## src/nibble_serial_mouse_port_macros.svh

```systemverilog
// Assertion macros for the nibble serial mouse port.
// Used by the top level; the checks name aclk and aresetn of the including module.
`ifndef NIBBLE_SERIAL_MOUSE_PORT_MACROS_SVH
`define NIBBLE_SERIAL_MOUSE_PORT_MACROS_SVH
`ifndef NO_ASSERTIONS
`define NSMP_ASSERT_SAME(lbl, ante, cons, msg) \
    lbl: assert property (@(posedge aclk) disable iff (!aresetn) (ante) |-> (cons)) \
        else $error(msg);
`define NSMP_ASSERT_NEXT(lbl, ante, cons, msg) \
    lbl: assert property (@(posedge aclk) disable iff (!aresetn) (ante) |=> (cons)) \
        else $error(msg);
`else
`define NSMP_ASSERT_SAME(lbl, ante, cons, msg)
`define NSMP_ASSERT_NEXT(lbl, ante, cons, msg)
`endif
`endif

```

## src/nsmp_pkg.sv

```systemverilog
// Package for the nibble serial mouse port: widths, codes, beat types and helpers.
// No dependencies; used by every module of the block.
`timescale 1ns / 1ps

package nsmp_pkg;

    localparam int ACCUM_WIDTH = 16;
    localparam int SUM_W       = ACCUM_WIDTH + 1;
    localparam int SCALE_W     = 8;
    localparam int DIVIDEND_W  = ACCUM_WIDTH + SCALE_W;
    localparam int DIVISOR_W   = 16;
    localparam int GAP_W       = 10;
    localparam int DIV_STEPS   = DIVIDEND_W;
    localparam int STEP_CNT_W  = $clog2(DIV_STEPS);
    localparam int CFG_DATA_W  = 16;
    localparam int CFG_IDX_W   = 2;

    localparam logic [SCALE_W-1:0]   SCALE_NUM   = 8'd200;
    localparam logic [GAP_W-1:0]     GAP_MAX     = 10'h3ff;
    localparam logic [DIVISOR_W-1:0] DPI_RESET   = 16'd200;
    localparam logic [GAP_W-1:0]     TIMEOUT_RESET = 10'd300;
    localparam logic [3:0]           PINS_RESET  = 4'hf;

    localparam logic [1:0] OP_REPORT = 2'd0;
    localparam logic [1:0] OP_STROBE = 2'd1;
    localparam logic [1:0] OP_TICK   = 2'd2;
    localparam logic [1:0] OP_NONE   = 2'd3;

    localparam logic [CFG_IDX_W-1:0] CFG_DPI     = 2'd0;
    localparam logic [CFG_IDX_W-1:0] CFG_TIMEOUT = 2'd1;
    localparam logic [CFG_IDX_W-1:0] CFG_REVERSE = 2'd2;

    typedef struct packed {
        logic [1:0]        opcode;
        logic signed [7:0] delta_x;
        logic signed [7:0] delta_y;
        logic [7:0]        buttons;
        logic              falling_edge;
    } in_beat_t;

    typedef struct packed {
        logic [3:0] data_pins;
        logic       trigger_left;
        logic       trigger_right;
    } out_beat_t;

    typedef struct packed {
        logic accept;
        logic div_load;
        logic div_step;
        logic finish;
    } ctrl_cmd_t;

    typedef struct packed {
        logic frame_start;
        logic res_full;
    } ctrl_stat_t;

    function automatic logic [ACCUM_WIDTH-1:0] sat_add(input logic [ACCUM_WIDTH-1:0] acc,
                                                       input logic signed [7:0] delta);
        logic [SUM_W-1:0] sum;
        logic [ACCUM_WIDTH-1:0] r;
        sum = {acc[ACCUM_WIDTH-1], acc} + SUM_W'(delta);
        if (sum[SUM_W-1] != sum[SUM_W-2]) begin
            r = sum[SUM_W-1] ? {1'b1, {(ACCUM_WIDTH-1){1'b0}}}
                             : {1'b0, {(ACCUM_WIDTH-1){1'b1}}};
        end else begin
            r = sum[ACCUM_WIDTH-1:0];
        end
        return r;
    endfunction

    function automatic logic [7:0] clamp_axis(input logic [DIVIDEND_W-1:0] q,
                                              input logic neg);
        logic [7:0] r;
        if (!neg) begin
            r = (q > DIVIDEND_W'(127)) ? 8'h7f : q[7:0];
        end else begin
            r = (q > DIVIDEND_W'(128)) ? 8'h80 : 8'(~q[7:0] + 8'd1);
        end
        return r;
    endfunction

    function automatic logic [3:0] nib_to_pins(input logic [3:0] nib, input logic rev);
        logic [3:0] n;
        n = rev ? {nib[0], nib[1], nib[2], nib[3]} : nib;
        return ~n;
    endfunction

endpackage

```

## src/nsmp_div.sv

```systemverilog
// Restoring divider datapath, one quotient bit per step command.
// Depends on nsmp_pkg; the step count is kept by the controller.
`timescale 1ns / 1ps

module nsmp_div (
    input  logic                             aclk,
    input  logic                             load,
    input  logic                             step,
    input  logic [nsmp_pkg::DIVIDEND_W-1:0]  dividend,
    input  logic [nsmp_pkg::DIVISOR_W-1:0]   divisor,
    output logic [nsmp_pkg::DIVIDEND_W-1:0]  quotient
);

    logic [nsmp_pkg::DIVISOR_W-1:0]  div_reg;
    logic [nsmp_pkg::DIVISOR_W-1:0]  rem_reg;
    logic [nsmp_pkg::DIVISOR_W-1:0]  rem_next;
    logic [nsmp_pkg::DIVIDEND_W-1:0] quo_reg;
    logic [nsmp_pkg::DIVIDEND_W-1:0] quo_next;
    logic [nsmp_pkg::DIVISOR_W:0]    shifted;
    logic [nsmp_pkg::DIVISOR_W:0]    diff;
    logic                            ge;

    always_comb begin
        shifted  = {rem_reg, quo_reg[nsmp_pkg::DIVIDEND_W-1]};
        diff     = shifted - {1'b0, div_reg};
        ge       = shifted >= {1'b0, div_reg};
        rem_next = ge ? diff[nsmp_pkg::DIVISOR_W-1:0] : shifted[nsmp_pkg::DIVISOR_W-1:0];
        quo_next = {quo_reg[nsmp_pkg::DIVIDEND_W-2:0], ge};
    end

    always_ff @(posedge aclk) begin
        if (load) begin
            div_reg <= (divisor == '0) ? nsmp_pkg::DIVISOR_W'(1) : divisor;
            rem_reg <= '0;
            quo_reg <= dividend;
        end else if (step) begin
            rem_reg <= rem_next;
            quo_reg <= quo_next;
        end
    end

    assign quotient = quo_reg;

endmodule

```

## src/nsmp_ctrl.sv

```systemverilog
// Controller state machine: accepts beats, sequences the division and the frame update.
// Depends on nsmp_pkg for the command and status types.
`timescale 1ns / 1ps

module nsmp_ctrl (
    input  logic                 aclk,
    input  logic                 aresetn,
    input  logic                 s_valid,
    output logic                 s_ready,
    input  nsmp_pkg::ctrl_stat_t stat,
    output nsmp_pkg::ctrl_cmd_t  cmd
);

    localparam logic [1:0] ST_IDLE = 2'd0;
    localparam logic [1:0] ST_DIV  = 2'd1;
    localparam logic [1:0] ST_FIN  = 2'd2;

    logic [1:0]                       state_reg;
    logic [1:0]                       state_next;
    logic [nsmp_pkg::STEP_CNT_W-1:0]  cnt_reg;
    logic [nsmp_pkg::STEP_CNT_W-1:0]  cnt_next;

    always_comb begin
        state_next = state_reg;
        cnt_next   = cnt_reg;
        s_ready    = 1'b0;
        cmd        = '0;
        unique case (state_reg)
            ST_IDLE: begin
                s_ready = !stat.res_full;
                if (s_valid && !stat.res_full) begin
                    cmd.accept = 1'b1;
                    if (stat.frame_start) begin
                        cmd.div_load = 1'b1;
                        cnt_next     = '0;
                        state_next   = ST_DIV;
                    end
                end
            end
            ST_DIV: begin
                cmd.div_step = 1'b1;
                cnt_next     = cnt_reg + 1'b1;
                if (cnt_reg == nsmp_pkg::STEP_CNT_W'(nsmp_pkg::DIV_STEPS - 1)) begin
                    state_next = ST_FIN;
                end
            end
            ST_FIN: begin
                cmd.finish = 1'b1;
                state_next = ST_IDLE;
            end
            default: begin
                state_next = ST_IDLE;
            end
        endcase
    end

    always_ff @(posedge aclk) begin
        if (!aresetn) begin
            state_reg <= ST_IDLE;
            cnt_reg   <= '0;
        end else begin
            state_reg <= state_next;
            cnt_reg   <= cnt_next;
        end
    end

endmodule

```

## src/nsmp_datapath.sv

```systemverilog
// Datapath: configuration, accumulators, frame and pin state, dividers, result stages.
// Depends on nsmp_pkg and nsmp_div; driven by commands from nsmp_ctrl.
`timescale 1ns / 1ps

module nsmp_datapath (
    input  logic                               aclk,
    input  logic                               aresetn,
    input  nsmp_pkg::in_beat_t                 s_data,
    input  nsmp_pkg::ctrl_cmd_t                cmd,
    output nsmp_pkg::ctrl_stat_t               stat,
    input  logic                               cfg_wr_en,
    input  logic [nsmp_pkg::CFG_IDX_W-1:0]     cfg_index,
    input  logic [nsmp_pkg::CFG_DATA_W-1:0]    cfg_wdata,
    output logic                               m_valid,
    input  logic                               m_ready,
    output nsmp_pkg::out_beat_t                m_data
);

    logic [nsmp_pkg::DIVISOR_W-1:0]   dpi_reg;
    logic [nsmp_pkg::GAP_W-1:0]       timeout_reg;
    logic                             reverse_reg;
    logic [nsmp_pkg::ACCUM_WIDTH-1:0] accx_reg;
    logic [nsmp_pkg::ACCUM_WIDTH-1:0] accy_reg;
    logic [15:0]                      frame_reg;
    logic [1:0]                       idx_reg;
    logic [nsmp_pkg::GAP_W-1:0]       gap_reg;
    logic [3:0]                       pins_reg;
    logic [1:0]                       btn_reg;
    logic                             negx_reg;
    logic                             negy_reg;
    logic                             res_valid_reg;
    nsmp_pkg::out_beat_t              res_reg;
    logic                             out_valid_reg;
    nsmp_pkg::out_beat_t              out_reg;

    logic                             restart;
    logic [1:0]                       eff_idx;
    logic [3:0]                       pins_strobe;
    logic [15:0]                      frame_new;
    logic [3:0]                       pins_frame;
    logic [nsmp_pkg::ACCUM_WIDTH-1:0] absx;
    logic [nsmp_pkg::ACCUM_WIDTH-1:0] absy;
    logic [nsmp_pkg::DIVIDEND_W-1:0]  magx;
    logic [nsmp_pkg::DIVIDEND_W-1:0]  magy;
    logic [nsmp_pkg::DIVIDEND_W-1:0]  quox;
    logic [nsmp_pkg::DIVIDEND_W-1:0]  quoy;
    logic [nsmp_pkg::ACCUM_WIDTH-1:0] sumx;
    logic [nsmp_pkg::ACCUM_WIDTH-1:0] sumy;

    always_comb begin
        restart     = s_data.falling_edge && (gap_reg >= timeout_reg);
        eff_idx     = restart ? 2'd0 : idx_reg;
        pins_strobe = nsmp_pkg::nib_to_pins(frame_reg[{~eff_idx, 2'b00} +: 4], reverse_reg);
        frame_new   = {nsmp_pkg::clamp_axis(quox, negx_reg),
                       nsmp_pkg::clamp_axis(quoy, negy_reg)};
        pins_frame  = nsmp_pkg::nib_to_pins(frame_new[15:12], reverse_reg);
        absx        = accx_reg[nsmp_pkg::ACCUM_WIDTH-1] ? (~accx_reg + 1'b1) : accx_reg;
        absy        = accy_reg[nsmp_pkg::ACCUM_WIDTH-1] ? (~accy_reg + 1'b1) : accy_reg;
        magx        = nsmp_pkg::DIVIDEND_W'(absx) * nsmp_pkg::DIVIDEND_W'(nsmp_pkg::SCALE_NUM);
        magy        = nsmp_pkg::DIVIDEND_W'(absy) * nsmp_pkg::DIVIDEND_W'(nsmp_pkg::SCALE_NUM);
        sumx        = nsmp_pkg::sat_add(accx_reg, s_data.delta_x);
        sumy        = nsmp_pkg::sat_add(accy_reg, s_data.delta_y);
        stat.frame_start = (s_data.opcode == nsmp_pkg::OP_STROBE) && (eff_idx == 2'd0);
        stat.res_full    = res_valid_reg;
    end

    nsmp_div u_div_x (
        .aclk     (aclk),
        .load     (cmd.div_load),
        .step     (cmd.div_step),
        .dividend (magx),
        .divisor  (dpi_reg),
        .quotient (quox)
    );

    nsmp_div u_div_y (
        .aclk     (aclk),
        .load     (cmd.div_load),
        .step     (cmd.div_step),
        .dividend (magy),
        .divisor  (dpi_reg),
        .quotient (quoy)
    );

    always_ff @(posedge aclk) begin
        if (!aresetn) begin
            dpi_reg       <= nsmp_pkg::DPI_RESET;
            timeout_reg   <= nsmp_pkg::TIMEOUT_RESET;
            reverse_reg   <= 1'b0;
            accx_reg      <= '0;
            accy_reg      <= '0;
            frame_reg     <= '0;
            idx_reg       <= '0;
            gap_reg       <= '0;
            pins_reg      <= nsmp_pkg::PINS_RESET;
            btn_reg       <= '0;
            negx_reg      <= 1'b0;
            negy_reg      <= 1'b0;
            res_valid_reg <= 1'b0;
            res_reg       <= '0;
            out_valid_reg <= 1'b0;
            out_reg       <= '0;
        end else begin
            if (cfg_wr_en) begin
                unique case (cfg_index)
                    nsmp_pkg::CFG_DPI:     dpi_reg     <= cfg_wdata;
                    nsmp_pkg::CFG_TIMEOUT: timeout_reg <= cfg_wdata[nsmp_pkg::GAP_W-1:0];
                    nsmp_pkg::CFG_REVERSE: reverse_reg <= cfg_wdata[0];
                    default: begin
                    end
                endcase
            end

            if (res_valid_reg && (!out_valid_reg || m_ready)) begin
                out_reg       <= res_reg;
                out_valid_reg <= 1'b1;
                res_valid_reg <= 1'b0;
            end else if (m_ready) begin
                out_valid_reg <= 1'b0;
            end

            if (cmd.accept) begin
                unique case (s_data.opcode)
                    nsmp_pkg::OP_REPORT: begin
                        btn_reg               <= s_data.buttons[1:0];
                        accx_reg              <= sumx;
                        accy_reg              <= sumy;
                        res_reg.data_pins     <= pins_reg;
                        res_reg.trigger_left  <= s_data.buttons[0];
                        res_reg.trigger_right <= s_data.buttons[1];
                        res_valid_reg         <= 1'b1;
                    end
                    nsmp_pkg::OP_STROBE: begin
                        gap_reg <= '0;
                        idx_reg <= eff_idx + 2'd1;
                        if (stat.frame_start) begin
                            negx_reg <= !accx_reg[nsmp_pkg::ACCUM_WIDTH-1];
                            negy_reg <= !accy_reg[nsmp_pkg::ACCUM_WIDTH-1];
                            accx_reg <= '0;
                            accy_reg <= '0;
                        end else begin
                            pins_reg              <= pins_strobe;
                            res_reg.data_pins     <= pins_strobe;
                            res_reg.trigger_left  <= btn_reg[0];
                            res_reg.trigger_right <= btn_reg[1];
                            res_valid_reg         <= 1'b1;
                        end
                    end
                    nsmp_pkg::OP_TICK: begin
                        if (gap_reg != nsmp_pkg::GAP_MAX) begin
                            gap_reg <= gap_reg + 1'b1;
                        end
                        res_reg.data_pins     <= pins_reg;
                        res_reg.trigger_left  <= btn_reg[0];
                        res_reg.trigger_right <= btn_reg[1];
                        res_valid_reg         <= 1'b1;
                    end
                    nsmp_pkg::OP_NONE: begin
                        res_reg.data_pins     <= pins_reg;
                        res_reg.trigger_left  <= btn_reg[0];
                        res_reg.trigger_right <= btn_reg[1];
                        res_valid_reg         <= 1'b1;
                    end
                    default: begin
                    end
                endcase
            end

            if (cmd.finish) begin
                frame_reg             <= frame_new;
                pins_reg              <= pins_frame;
                res_reg.data_pins     <= pins_frame;
                res_reg.trigger_left  <= btn_reg[0];
                res_reg.trigger_right <= btn_reg[1];
                res_valid_reg         <= 1'b1;
            end
        end
    end

    assign m_valid = out_valid_reg;
    assign m_data  = out_reg;

endmodule

```

## src/nibble_serial_mouse_port.sv

```systemverilog
// Channel   Ports                          Content
// input     s_valid, s_ready, s_data       report, strobe edge, tick or none beat
// result    m_valid, m_ready, m_data       pin levels and button lines
// config    cfg_wr_en, cfg_index, cfg_wdata  dpi_divisor, timeout_us, reverse_nibble
//
// Reports, ticks and in-frame strobes each yield one result; a full result stage stalls input.
// A frame-start strobe blocks input while two 24-step restoring dividers run in parallel.
// Reset clears all but the divider registers synchronously; no clearing pass is needed.
// A result waiting at the output does not block the next beat, which fills the result stage.
// Top level of the nibble serial mouse port; depends on nsmp_pkg, nsmp_ctrl, nsmp_datapath.
`timescale 1ns / 1ps
`include "nibble_serial_mouse_port_macros.svh"

module nibble_serial_mouse_port (
    input  logic                             aclk,
    input  logic                             aresetn,
    input  logic                             s_valid,
    output logic                             s_ready,
    input  nsmp_pkg::in_beat_t               s_data,
    output logic                             m_valid,
    input  logic                             m_ready,
    output nsmp_pkg::out_beat_t              m_data,
    input  logic                             cfg_wr_en,
    input  logic [nsmp_pkg::CFG_IDX_W-1:0]   cfg_index,
    input  logic [nsmp_pkg::CFG_DATA_W-1:0]  cfg_wdata
);

    nsmp_pkg::ctrl_cmd_t  cmd;
    nsmp_pkg::ctrl_stat_t stat;

    nsmp_ctrl u_ctrl (
        .aclk    (aclk),
        .aresetn (aresetn),
        .s_valid (s_valid),
        .s_ready (s_ready),
        .stat    (stat),
        .cmd     (cmd)
    );

    nsmp_datapath u_datapath (
        .aclk      (aclk),
        .aresetn   (aresetn),
        .s_data    (s_data),
        .cmd       (cmd),
        .stat      (stat),
        .cfg_wr_en (cfg_wr_en),
        .cfg_index (cfg_index),
        .cfg_wdata (cfg_wdata),
        .m_valid   (m_valid),
        .m_ready   (m_ready),
        .m_data    (m_data)
    );

    `NSMP_ASSERT_NEXT(a_frame_busy, s_valid && s_ready && stat.frame_start, !s_ready, "frame start did not block input")
    `NSMP_ASSERT_NEXT(a_simple_result, s_valid && s_ready && !stat.frame_start, stat.res_full, "beat produced no result")
    `NSMP_ASSERT_NEXT(a_finish_result, cmd.finish, stat.res_full && !cmd.finish, "frame finish produced no result")

endmodule

```

## config.mk

```make
export PLATFORM = sky130hd
export DESIGN_NAME = nibble_serial_mouse_port
export DESIGN_NICKNAME = d
export VERILOG_FILES = /design/src/nsmp_pkg.sv /design/src/nsmp_div.sv /design/src/nsmp_ctrl.sv /design/src/nsmp_datapath.sv /design/src/nibble_serial_mouse_port.sv
export VERILOG_INCLUDE_DIRS = /design/src /design/src/src
export SDC_FILE = /design/constraint.sdc
export NUM_CORES = 1
export LEC_CHECK = 0
export ABC_AREA = 0
export BUFFER_PORTS_ARGS = -buffer_cell sky130_fd_sc_hd__buf_2
export CORE_MARGIN = 2
export CORE_UTILIZATION = 50
export DETAILED_ROUTE_END_ITERATION = 7
export HOLD_SLACK_MARGIN = 0.12
export PLACE_DENSITY = 0.67
export REMOVE_ABC_BUFFERS = 1
export SLEW_MARGIN = 20
export SYNTH_ARGS = -nofsm -noshare
export SYNTH_HDL_FRONTEND = slang
export SYNTH_SLANG_ARGS = --single-unit
```

## constraint.sdc

```tcl
create_clock -name aclk -period 5.71 [get_ports aclk]
set_input_delay 0.2855 -clock aclk [delete_from_list [all_inputs] [get_ports aclk]]
set_output_delay 0.2855 -clock aclk [all_outputs]
set_load 0.005 [all_outputs]
```

### Word level (Yosys, flattened, before mapping)

Index checks and enable logic that the tools add are counted.

* $lt $le $gt $ge: 7
* reduce and logical (&&, ||, !) cells: 35
* bitwise gates (word level): 7
* multiply operators: 2
* equality and inequality tests: 18
* mux-type cells: 54
* add/sub/neg operators: 11
* shift operators: 1

Operators by type and width (number)
* 16-bit two-way mux: 9
* 24-bit two-way mux: 4
* 16-bit one-hot mux with 2 select lines: 2
* 24-bit by 7-bit > comparator with 1-bit output (second input constant): 2
* 24-bit by 8-bit > comparator with 1-bit output (second input constant): 2
* 8-bit two-way mux: 6
* 16-bit by 5-bit multiplier with 21-bit output (second input constant): 2
* 16-bit by 8-bit adder with 17-bit output: 2
* 17-bit by 16-bit >= comparator with 1-bit output: 2
* 16-bit by 1-bit adder with 16-bit output (second input constant): 2
* 16-bit NOT: 2
* 16-bit subtractor: 2
* 4-bit two-way mux: 6
* 10-bit one-hot mux with 2 select lines: 1
* 6-bit two-way mux: 3
* 6-bit one-hot mux with 3 select lines: 1
* 3-bit AND reduction: 6
* 8-bit by 1-bit adder with 8-bit output (second input constant): 2
* 16-bit zero test: 1
* 8-bit NOT: 2
* 16-bit by 5-bit variable part select with 4-bit output: 1
* 2-bit nonzero test: 7
* 2-bit two-way mux: 6
* 2-bit AND reduction: 6
* 26 further kinds: 56

* output and inout bits: 8
* bits in registers: 212
* input bits: 50
* logic and storage cells: 164

### Longest topological paths before layout

Gate-level depths: netlist (run 1).

* word-level depth: 11
* gate-level depth with buffers: 22
* mapped depth without buffers: 22

### By module

A second synthesis (run 1) with hierarchy kept.

* cells, all modules: 1985
* area, all modules: 17475.5 µm²

By module, submodules not included
* nsmp_datapath: area each 10366.2 µm², cells an instance 1306, instances 1, seq. area each 2182.1 µm²
* nsmp_div: area each 3349.5 µm², cells an instance 316, instances 2, seq. area each 1521.5 µm²
* nsmp_ctrl: area each 410.4 µm², cells an instance 47, instances 1, seq. area each 140.1 µm²

### Worst setup path before layout (run 1)

Ideal clock, no wire load.

* path type: reg2reg
* start: register u_datapath.accy_reg[0] (netlist name)
* end: register u_datapath.u_div_y.quo_reg, in the netlist u_datapath.u_div_y.quotient[22] (data pin)
* slack: 0.952 ns
* arrival time: 4.491 ns
* stages on the path, launching flop included: 22
* buffers on the path: 0
* required time: 5.443 ns
* library setup time: 0.267 ns
* clock period less this slack: 4.758 ns
* cells stage by stage: dfxtp_1 > inv_1 > ha_1 > nand2_1 > or3_1 > or2_2 > o41ai_1 > xnor2_1 > ha_1 > ha_1 > inv_1 > fa_1 > inv_1 > ha_1 > nand2_1 > nor2_1 > nand4_1 > nor3_1 > a211oi_1 > o41a_1 > xor2_1 > o21ai_0

* cells in the longest elaborated chain, start to end: 5

Ends and longest elaborated chain
* start: declaration: RTL line nsmp_datapath.sv:23 `logic [nsmp_pkg::ACCUM_WIDTH-1:0] accy_reg;`
* start signal: assignment: RTL line nsmp_datapath.sv:127 `accy_reg <= sumy;`
* 16-bit NOT: RTL line nsmp_datapath.sv:58 `absy = accy_reg[nsmp_pkg::ACCUM_WIDTH-1] ? (~accy_reg + 1'b1) : accy_reg;`
* 16-bit by 1-bit adder with 16-bit output: RTL line nsmp_datapath.sv:58
* 16-bit two-way mux (*): RTL line nsmp_datapath.sv:58
* 16-bit by 5-bit multiplier with 21-bit output (*): RTL line nsmp_datapath.sv:60 `magy = nsmp_pkg::DIVIDEND_W'(absy) * nsmp_pkg::DIVIDEND_W'(nsmp_pkg::SCALE_NUM);`
* 24-bit two-way mux (*): RTL line nsmp_div.sv:32 `if (load) begin`
* end signal: assignment: RTL line nsmp_div.sv:35 `quo_reg <= dividend;`
* end signal: assignment: RTL line nsmp_div.sv:38 `quo_reg <= quo_next;`
* end: declaration: RTL line nsmp_div.sv:17 `logic [nsmp_pkg::DIVIDEND_W-1:0] quo_reg;`

Every way passes the cells marked *; elsewhere a longest branch is shown, timed or not.
A chain may end at the register's enable or synchronous reset.

### Final worst setup path (run 1)

Ends and elaborated chain as after synthesis.

==> flow_summary.json, run 1 <==
{
  "syn_area_um2": 15950,
  "crit_path_max_fanout": 6,
  "whs_ns": 0.1710,
  "drc_errors": 0,
  "rr_startpoint": "u_datapath.accy_reg[0]",
  "synth_area_per_cell_um2": 8.546,
  "ios": 58,
  "cp_num_buf_inv": 3,
  "clockRootBuffer": "clkbuf_16",
  "swShare_pct": 33.31,
  "die_area_um2": 33340,
  "yosysSeqAreaShare_pct": 30.26,
  "grt_max_degree": 72,
  "synth_async_sr_flop_share_pct": 0,
  "start_util_pct": 50.67,
  "internal-power_mw": 3.267,
  "layout.cells.non_filler": 2323,
  "crit_slowest_cell": "fa_1",
  "area_growth_pct": 9.729,
  "core_area_um2": 31470,
  "synth_ff_type": "dfxtp_1",
  "clock_skew_ns": 0.01465,
  "ir_worst_vdd_v": 0.0002268,
  "path_delay_family": "adder cells",
  "cts.clk_slew.worst_paths_ns": 0.06,
  "finalHoldViolations": 0,
  "wl_per_cell_um": 15.47,
  "gr-usage-met3_pct": 2.674,
  "synth_seq_cells": 212,
  "setup_viol": 0,
  "end_kind": "flop",
  "drt-initial-drc-count": 790,
  "power_density_nw_per_um2": 280.0,
  "outcome": "finished clean",
  "drv_slew": 0,
  "busiest_layer": "met2",
  "rsz0062_at_grt": "false",
  "ant_nets": 0,
  "hold_start": "s_data[25]",
  "critPathArrivalTime_ns": 5.47,
  "dr.pass1.iters": 5,
  "gp_congestion": 0.8683,
  "cts_sinks": 212,
  "cts_buffers": 25,
  "postSynthCellCount": 1866,
  "drive_gt1_share_pct": 7.132,
  "power_frac_comb_pct": 30.5,
  "fmax_ghz": 0.1915,
  "slew_headroom_pct": 30.47,
  "h-tree-depth": 1,
  "stdcell_area_um2": 17500,
  "overflow": 0,
  "ys_types": 83,
  "worstSetupStartpoint": "u_datapath.accy_reg[0]",
  "worstSetupPathType": "flop to flop",
  "wirelength_mm": 35.93,
  "dp_hpwl_mm": 26.22,
  "synth_edf_count": 58,
  "cts_tree": "yes",
  "clk_latency_ns": 0.53,
  "post_cts_buffers": 0,
  "drv_cap": 0,
  "synth_warnings": 0,
  "crit_path_frequent_cell": "ha_1",
  "port_buffers": 51,
  "min_period_ns": 5.222,
  "p_leak_nw": 7.849,
  "rows": 65,
  "p_sw_mw": 1.632,
  "antenna_cells": 0,
  "placed_cell_area_um2": 16510,
  "grtUsageMet2_pct": 37.13,
  "worstPathRequired_ns": 5.96,
  "hold_class": "input pin to flop",
  "worst_pin_slew_ns": 1.041,
  "critPathLaunchType": "flop",
  "routed_via_density": 5.731,
  "dp.cells": 2257,
  "dr_total_vias": 13310,
  "grt_util_met1_pct": 28.99,
  "final_nets": 2163,
  "crit_chain": "inv_1 -> ha_1 -> nand2_1 -> or3_1 -> or2_2 -> o41ai_1 -> xnor2_1 -> ha_1 -> ha_1 -> inv_1 -> fa_1 -> inv_1 -> ha_1 -> nand2_1 -> nor2_1 -> nand4_1 -> nor3_1 -> a211oi_1 -> o41a_1 -> xor2_1 -> o21ai_0",
  "antenna_found_initial": 0,
  "grt_usage_pct": 21.57,
  "critPathMaxStageDelay_ns": 0.52,
  "die_width_um": 182.6,
  "grt_pass1_wl_mm": 60.73,
  "period_share_pct": 91.45,
  "grt_pass1_vias": 12800,
  "pwr-share-seq_pct": 37.9,
  "ctsLongestPathBuffers": 3,
  "pwr-share-clk_pct": 31.6,
  "die_h_um": 182.6
}
worst paths after layout:
check                                         end  slack, ns  depth (start not counted)
setup / recovery  u_datapath.u_div_y.quotient[22]       0.49                         21
hold / removal              u_datapath.gap_reg[8]       0.17                          3
setup reg to reg  u_datapath.u_div_y.quotient[22]       0.49                         21
hold reg to reg         u_datapath.timeout_reg[7]       0.46                          2
placed cells by master (no fill, tap or decap), types with 14 or more instances in the layout:
cell and count:
a211oi_1 18, o211ai_1 19, clkbuf_16 25, inv_1 164, nor2_1 114, buf_2 51, xnor2_1 81, nand2b_1 25
nand3_1 44, ha_1 187, nand2_1 205, o21a_1 17, a221o_1 14, a21oi_1 115, mux2i_1 42, xor2_1 43
or3_1 22, dlygate4sd3_1 20, nor3_1 33, edfxtp_1 58, dfxtp_1 154, nor4_1 22, nand4_1 18, fa_1 24
o21ai_0 121, a21o_1 32, buf_4 15
worst min-delay path: stages:
cell,delay [ns]
buf_2,0.13
nor4_1,0.08
o21a_1,0.16
layout make-up:
class	instances	area, µm²
Fill cell	2859	13980
Multi-Input combinational cell	1409	10180
Sequential cell	212	4825
Clock buffer	29	650.6
Inverter	168	630.6
Timing Repair Buffer	86	568.0
Tap cell	402	503.0
Clock inverter	17	138.9
power groups by stage:
stage / Sequential [mW] / Clock [mW] / Combinational (mW)
2_1_floorplan: 1.85 / 0 / 1.17
3_3_place_gp: 1.88 / 0 / 1.43
3_5_place_dp: 1.89 / 0 / 1.47
4_1_cts: 1.86 / 1.59 / 1.49
5_1_grt: 1.88 / 1.64 / 1.69
6_report: 1.86 / 1.55 / 1.49
what timing repair did:
item,CTS,global route
endpoints found under the hold margin,33,0
hold buffers,20,0
gates resized for setup,0,0
kinds of logic (layout without fill, tap and decap cells):
group / count (synthesis) / after routing / share of synthesized area, %
xor gates and xnor gates: 124 / 124 / 6.811
AOI/OAI and AO/OA: 475 / 475 / 19.85
and+or+nand+nor: 554 / 554 / 16.57
DFF: 212 / 212 / 30.26
adders and majority gates: 211 / 211 / 17.69
muxes: 45 / 45 / 2.887
buffers and inverters: 245 / 300 / 5.940
Yosys cell counts (24+ instances only):
library cell,instances,share of area (%)
xor2_1,43,2.4
nand3_1,44,1.4
clkbuf_1,66,1.6
edfxtp_1,58,11
ha_1,187,15
o21ai_0,121,3.8
nor3_1,33,1.0
nand2b_1,25,0.98
nor2_1,114,2.7
xnor2_1,81,4.4
dfxtp_1,154,19
a21oi_1,115,3.6
a21o_1,32,1.5
nand2_1,205,4.8
fa_1,24,3.0
mux2i_1,42,2.6
inv_1,166,3.9
metrics by stage:
step	setup WS (ns)	total power, mW	setup TNS, ns	util, %
2_1_floorplan	-0.08806	3.018	-0.1992	-
3_3_place_gp	0.5778	3.316	0	52.45
3_5_place_dp	0.5110	3.357	0	52.45
4_1_cts	0.4718	4.939	0	55.60
5_1_grt	0.1469	5.210	0	55.60
6_report	0.4883	4.899	0	55.60
layer usage:
layer,routed length [µm],share of wire (%)
met2,16830,47
met4,554,1.5
met1,17080,48
met3,1468,4.1
met5,0,0
Power figures use the tool's default switching activity.
==> inputs of run 2 (changes only) <==
--- a/config.mk
+++ b/config.mk
@@ -7,12 +7,15 @@
 export NUM_CORES = 1
 export LEC_CHECK = 0
 export ABC_AREA = 0
-export BUFFER_PORTS_ARGS = -buffer_cell sky130_fd_sc_hd__buf_2
+export CELL_PAD_IN_SITES_DETAIL_PLACEMENT = 0
+export CELL_PAD_IN_SITES_GLOBAL_PLACEMENT = 2
 export CORE_MARGIN = 2
-export CORE_UTILIZATION = 50
+export CORE_UTILIZATION = 41
 export DETAILED_ROUTE_END_ITERATION = 7
+export DONT_BUFFER_PORTS = 1
+export GPL_ROUTABILITY_DRIVEN = 0
 export HOLD_SLACK_MARGIN = 0.12
-export PLACE_DENSITY = 0.67
+export PLACE_DENSITY_LB_ADDON = 0.1
 export REMOVE_ABC_BUFFERS = 1
 export SLEW_MARGIN = 20
 export SYNTH_ARGS = -nofsm -noshare
==> flow_summary.json, run 2 (synthesis gave the netlist of run 1 again) <==
{
  "wirelength_mm": 39.08,
  "ctsResizeCount": 0,
  "ctsLongestPathBuffers": 3,
  "dr.pass1.iters": 4,
  "dp.cells": 2322,
  "rr_startpoint": "u_datapath.accy_reg[0]",
  "ir_worst_vdd_v": 0.0002038,
  "worstPathRequired_ns": 5.98,
  "cts.clk_slew.worst_paths_ns": 0.06,
  "grt_pass1_vias": 12710,
  "post-route-util_pct": 45.79,
  "min_period_ns": 5.247,
  "crit_path_frequent_cell": "ha_1",
  "antenna_cells": 0,
  "min_to": "u_datapath.timeout_reg[7]",
  "critPathLaunchType": "flop",
  "overflow": 0,
  "ctsHoldBuffers": 32,
  "final_cell_mix": "nand2_1, ha_1, inv_1, dfxtp_1, o21ai_0",
  "fillers": 3851,
  "path_delay_family": "adder cells",
  "grt_pass1_wl_mm": 65.12,
  "drv_cap": 0,
  "worstSetupStartpoint": "u_datapath.accy_reg[0]",
  "clk_latency_ns": 0.55,
  "period_share_pct": 91.89,
  "critPathArrivalTime_ns": 5.51,
  "post_cts_buffers": 0,
  "dp_hpwl_mm": 28.81,
  "cts_buffers": 26,
  "grtUsageMet2_pct": 32.93,
  "busiest_layer": "met2",
  "pwr-share-clk_pct": 34.9,
  "rows": 72,
  "drt-initial-drc-count": 655,
  "hold_class": "input pin to flop",
  "reg2reg_depth": 21,
  "die_h_um": 201.2,
  "layout.cells.non_filler": 2402,
  "internal-power_mw": 3.470,
  "whs_ns": 0.1453,
  "p_sw_mw": 1.663,
  "dr_total_vias": 12890,
  "power_frac_comb_pct": 28.9,
  "ios": 58,
  "cts_tree": "yes",
  "p_leak_nw": 7.749,
  "end_kind": "flop",
  "area_growth_pct": 10.72,
  "swShare_pct": 32.39,
  "antenna_found_initial": 1,
  "outcome": "finished clean",
  "fin_setup_tns_ns": 0,
  "core_area_um2": 38560,
  "die_width_um": 201.2,
  "h-tree-depth": 1,
  "drive_gt1_share_pct": 4.724,
  "crit_path_max_fanout": 6,
  "worstSetupPathType": "flop to flop",
  "clockRootBuffer": "clkbuf_16",
  "power_density_nw_per_um2": 290.7,
  "min_path_cells": 3,
  "crit_slowest_cell": "fa_1",
  "crit_chain": "inv_1 -> ha_1 -> nand2_1 -> or3_1 -> or2_2 -> o41ai_1 -> xnor2_1 -> ha_1 -> ha_1 -> inv_1 -> fa_1 -> inv_1 -> ha_1 -> nand2_1 -> nor2_1 -> nand4_1 -> nor3_1 -> a211oi_1 -> o41a_1 -> xor2_1 -> o21ai_0",
  "die_area_um2": 40490,
  "worst_pin_slew_ns": 1.121,
  "grt_usage_pct": 19.35,
  "critPathMaxStageDelay_ns": 0.53,
  "fmax_ghz": 0.1906,
  "hold_start": "cfg_wr_en",
  "final_nets": 2125,
  "drv_slew": 0,
  "seq_area_um2": 4825,
  "wl_per_cell_um": 16.27,
  "cp_num_buf_inv": 3,
  "r2r_end": "u_datapath.u_div_y.quotient[22]",
  "cts_sinks": 212,
  "pwr-share-seq_pct": 36.2,
  "grt_util_met1_pct": 26.39,
  "setup_viol": 0,
  "slew_headroom_pct": 25.14,
  "rsz0062_at_grt": "false",
  "gr-usage-met3_pct": 2.462,
  "ant_nets": 0,
  "reg2reg_slack_ns": 0.46,
  "clock_skew_ns": 0.01200,
  "layout.cells.most_common": "nand2_1",
  "multiInputGateArea_um2": 10180,
  "port_buffers": 0,
  "finalHoldViolations": 0,
  "crit_cells": 21,
  "routed_via_density": 5.365,
  "start_util_pct": 41.36,
  "grt_max_degree": 72,
  "drc_errors": 0
}
run 2: stage by stage:
step	setup slack (ns)	power (mW)	area (µm²)
floorplan	-0.08806	3.018	15630
global placement	0.5807	3.347	16400
detailed placement	0.4524	3.353	16400
CTS	0.4249	5.212	17660
global route	0.04559	5.492	17660
finish	0.4630	5.133	17660
run 2: layout make-up:
cell class	count	area share, %
Clock buffer	28	3.784
Clock inverter	20	1.467
Inverter	168	3.572
Multi-Input combinational cell	1409	57.67
Sequential cell	212	27.33
Tap cell	518	3.671
Timing Repair Buffer	47	2.509
run 2: worst register-to-register path, cell delays in order, from the launching register on:
cell      delay, ns
dfxtp_1        0.38
inv_1          0.12
ha_1           0.16
nand2_1        0.06
or3_1          0.36
or2_2          0.30
o41ai_1        0.48
xnor2_1        0.21
ha_1           0.27
ha_1           0.28
inv_1          0.05
fa_1           0.53
inv_1          0.04
ha_1           0.33
nand2_1        0.10
nor2_1         0.20
nand4_1        0.12
nor3_1         0.23
a211oi_1       0.10
o41a_1         0.42
xor2_1         0.14
o21ai_0        0.09
run 2: routing by layer:
layer | routed length, µm | up-vias
met2 | 18010 | 127
met5 | 0 | -
met4 | 637 | 0
met3 | 1088 | 38
met1 | 19340 | 6043
li1 | - | 6679
run 2: power groups by stage:
stage	registers [mW]	clock network, mW	logic, mW
4_1_cts	1.86	1.85	1.50
5_1_grt	1.88	1.91	1.70
2_1_floorplan	1.85	0	1.17
6_report	1.86	1.79	1.48
3_5_place_dp	1.89	0	1.46
3_3_place_gp	1.89	0	1.46
run 2: how the worst max path moves through the flow:
| stage | end | slack, ns |
|---|---|---|
| after floorplan | u_ctrl.cnt_reg[3] | -0.09 |
| after global placement | u_datapath.u_div_y.quotient[22] | 0.58 |
| final | u_datapath.u_div_y.quotient[22] | 0.46 |
| after detailed placement | u_datapath.u_div_y.quotient[22] | 0.45 |
| after CTS | u_datapath.u_div_y.quotient[22] | 0.42 |
| after global routing | u_datapath.u_div_y.quotient[22] | 0.05 |
==> inputs of run 3 (changes only) <==
--- a/config.mk
+++ b/config.mk
@@ -10,13 +10,15 @@
 export CELL_PAD_IN_SITES_DETAIL_PLACEMENT = 0
 export CELL_PAD_IN_SITES_GLOBAL_PLACEMENT = 2
 export CORE_MARGIN = 2
-export CORE_UTILIZATION = 41
+export CORE_UTILIZATION = 30
 export DETAILED_ROUTE_END_ITERATION = 7
 export DONT_BUFFER_PORTS = 1
 export GPL_ROUTABILITY_DRIVEN = 0
 export HOLD_SLACK_MARGIN = 0.12
 export PLACE_DENSITY_LB_ADDON = 0.1
 export REMOVE_ABC_BUFFERS = 1
+export SETUP_SLACK_MARGIN = 0.15
+export SKIP_LAST_GASP = 1
 export SLEW_MARGIN = 20
 export SYNTH_ARGS = -nofsm -noshare
 export SYNTH_HDL_FRONTEND = slang
==> flow_summary.json, run 3 (synthesis gave the netlist of run 1 again) <==
{
  "wirelength_mm": 42.96,
  "drv_slew": 0,
  "area_growth_pct": 13.22,
  "crit_path_max_fanout": 7,
  "port_buffers": 0,
  "grt_pass1_vias": 12940,
  "cts_buffers": 28,
  "die_width_um": 234.6,
  "dr.pass1.iters": 5,
  "final.setup.worst_slack_ns": 0.5706,
  "ctsLongestPathBuffers": 3,
  "antenna_found_initial": 2,
  "outcome": "finished clean",
  "core_area_um2": 52550,
  "place_ws_ns": 0.4392,
  "wl_per_cell_um": 16.61,
  "period_share_pct": 90.01,
  "power_density_nw_per_um2": 291.7,
  "seq_area_um2": 4825,
  "cts.clk_slew.worst_paths_ns": 0.06,
  "final_nets": 2138,
  "rsz0062_at_grt": "false",
  "die_area_um2": 55020,
  "ir_worst_vdd_v": 0.0002445,
  "critPathArrivalTime_ns": 5.43,
  "rr_startpoint": "u_datapath.accx_reg[3]",
  "antenna_cells": 0,
  "clk_latency_ns": 0.59,
  "cts_tree": "yes",
  "drive_gt1_share_pct": 5.108,
  "routed_via_density": 5.060,
  "r2r_end": "u_datapath.u_div_x.quotient[23]",
  "post_cts_buffers": 0,
  "drv_cap": 0,
  "worstPathRequired_ns": 6.00,
  "end_kind": "flop",
  "cp-endpoint": "u_datapath.u_div_x.quotient[23]",
  "setup_viol": 0,
  "final_cell_mix": "nand2_1, ha_1, inv_1, dfxtp_1, o21ai_0",
  "layout.cells.most_common": "nand2_1",
  "clockRootBuffer": "clkbuf_16",
  "p_leak_nw": 7.823,
  "critPathLaunchType": "flop",
  "worstSetupPathType": "flop to flop",
  "worstSetupStartpoint": "u_datapath.accx_reg[3]",
  "ant_nets": 0,
  "grt_pass1_wl_mm": 69.57,
  "finalHoldViolations": 0,
  "ios": 58,
  "placed_cell_area_um2": 16610,
  "grt_max_degree": 72,
  "h-tree-depth": 1,
  "slew_headroom_pct": 29.99,
  "reg2reg_slack_ns": 0.57,
  "overflow": 0,
  "min_period_ns": 5.139,
  "start_util_pct": 30.35,
  "grt_usage_pct": 15.68,
  "hold_class": "input pin to flop",
  "stdcell_area_um2": 18050,
  "cts_sinks": 212,
  "die_h_um": 234.6,
  "rows": 84,
  "fillers": 5543,
  "clock_skew_ns": 0.03416,
  "reg2reg_depth": 18,
  "dr_total_vias": 13090,
  "fmax_ghz": 0.1946,
  "drt-initial-drc-count": 517,
  "multiInputGateArea_um2": 10200,
  "drc_errors": 0,
  "worst_pin_slew_ns": 1.049,
  "dp_hpwl_mm": 31.49
}
## run 3: worst min path at each step
stage | from | endpoint | depth (start not counted)
2_1_floorplan | aresetn | u_datapath.dpi_reg[3] | 1
3_3_place_gp | aresetn | u_datapath.dpi_reg[6] | 1
3_5_place_dp | aresetn | u_datapath.dpi_reg[6] | 1
4_1_cts | aresetn | u_datapath.gap_reg[6] | 2
5_1_grt | s_data[16] | u_datapath.accy_reg[10] | 4
6_report | cfg_index[1] | u_datapath.timeout_reg[1] | 3
## run 3: final cells by class
class,instances,area share (%)
Clock buffer,29,3.957
Clock inverter,23,1.504
Tap cell,688,4.768
Multi-Input combinational cell,1409,56.49
Inverter,168,3.493
Timing Repair Buffer,58,3.063
Sequential cell,212,26.72
## run 3: metal layers
| metal | up-vias | global-route usage [%] | share of wire (%) |
|---|---|---|---|
| li1 | 6718 | - | - |
| met1 | 6205 | 21.69 | 50 |
| met2 | 129 | 26.18 | 46 |
| met3 | 37 | 1.974 | 2.3 |
| met4 | 0 | 3.086 | 1.9 |
| met5 | - | 0 | 0 |
## run 3: power breakdown
group / switching, mW / internal [mW]
clock: 0.755 / 1.14
combinational: 0.866 / 0.647
sequential: 0.147 / 1.72
total: 1.77 / 3.50
## run 3: repair_timing
action | 4_1_cts | 5_1_grt
gates resized for setup | 0 | 1
hold endpoints to repair | 58 | 0
hold buffers | 43 | 0
endpoints found under the setup margin | 0 | 2
## run 3: through the flow
step	utilization (%)	total power [mW]	hold WS, ns	cells	TNS (ns)
after floorplan	-	3.018	0.3573	1789	-0.1992
after global placement	31.61	3.385	0.3713	2492	0
after detailed placement	31.61	3.388	0.3759	2492	0
after CTS	34.33	5.362	0.1229	2587	0
after global routing	34.36	5.631	0.1689	2587	0
final	34.36	5.267	0.1581	2587	0
## run 3: worst max-delay path, stage by stage (launching register included)
cell and delay (ns):
dfxtp_1 0.38, nor4_1 0.37, nand3b_1 0.22, o21ai_0 0.43, nand2_1 0.12, xnor2_1 0.29, inv_1 0.11, ha_1 0.30
ha_1 0.28, inv_1 0.05, fa_1 0.49, inv_1 0.04, ha_1 0.23, or3_1 0.43, or3_1 0.31, or3_1 0.32
a41o_1 0.23, xnor2_1 0.15, o21ai_0 0.09
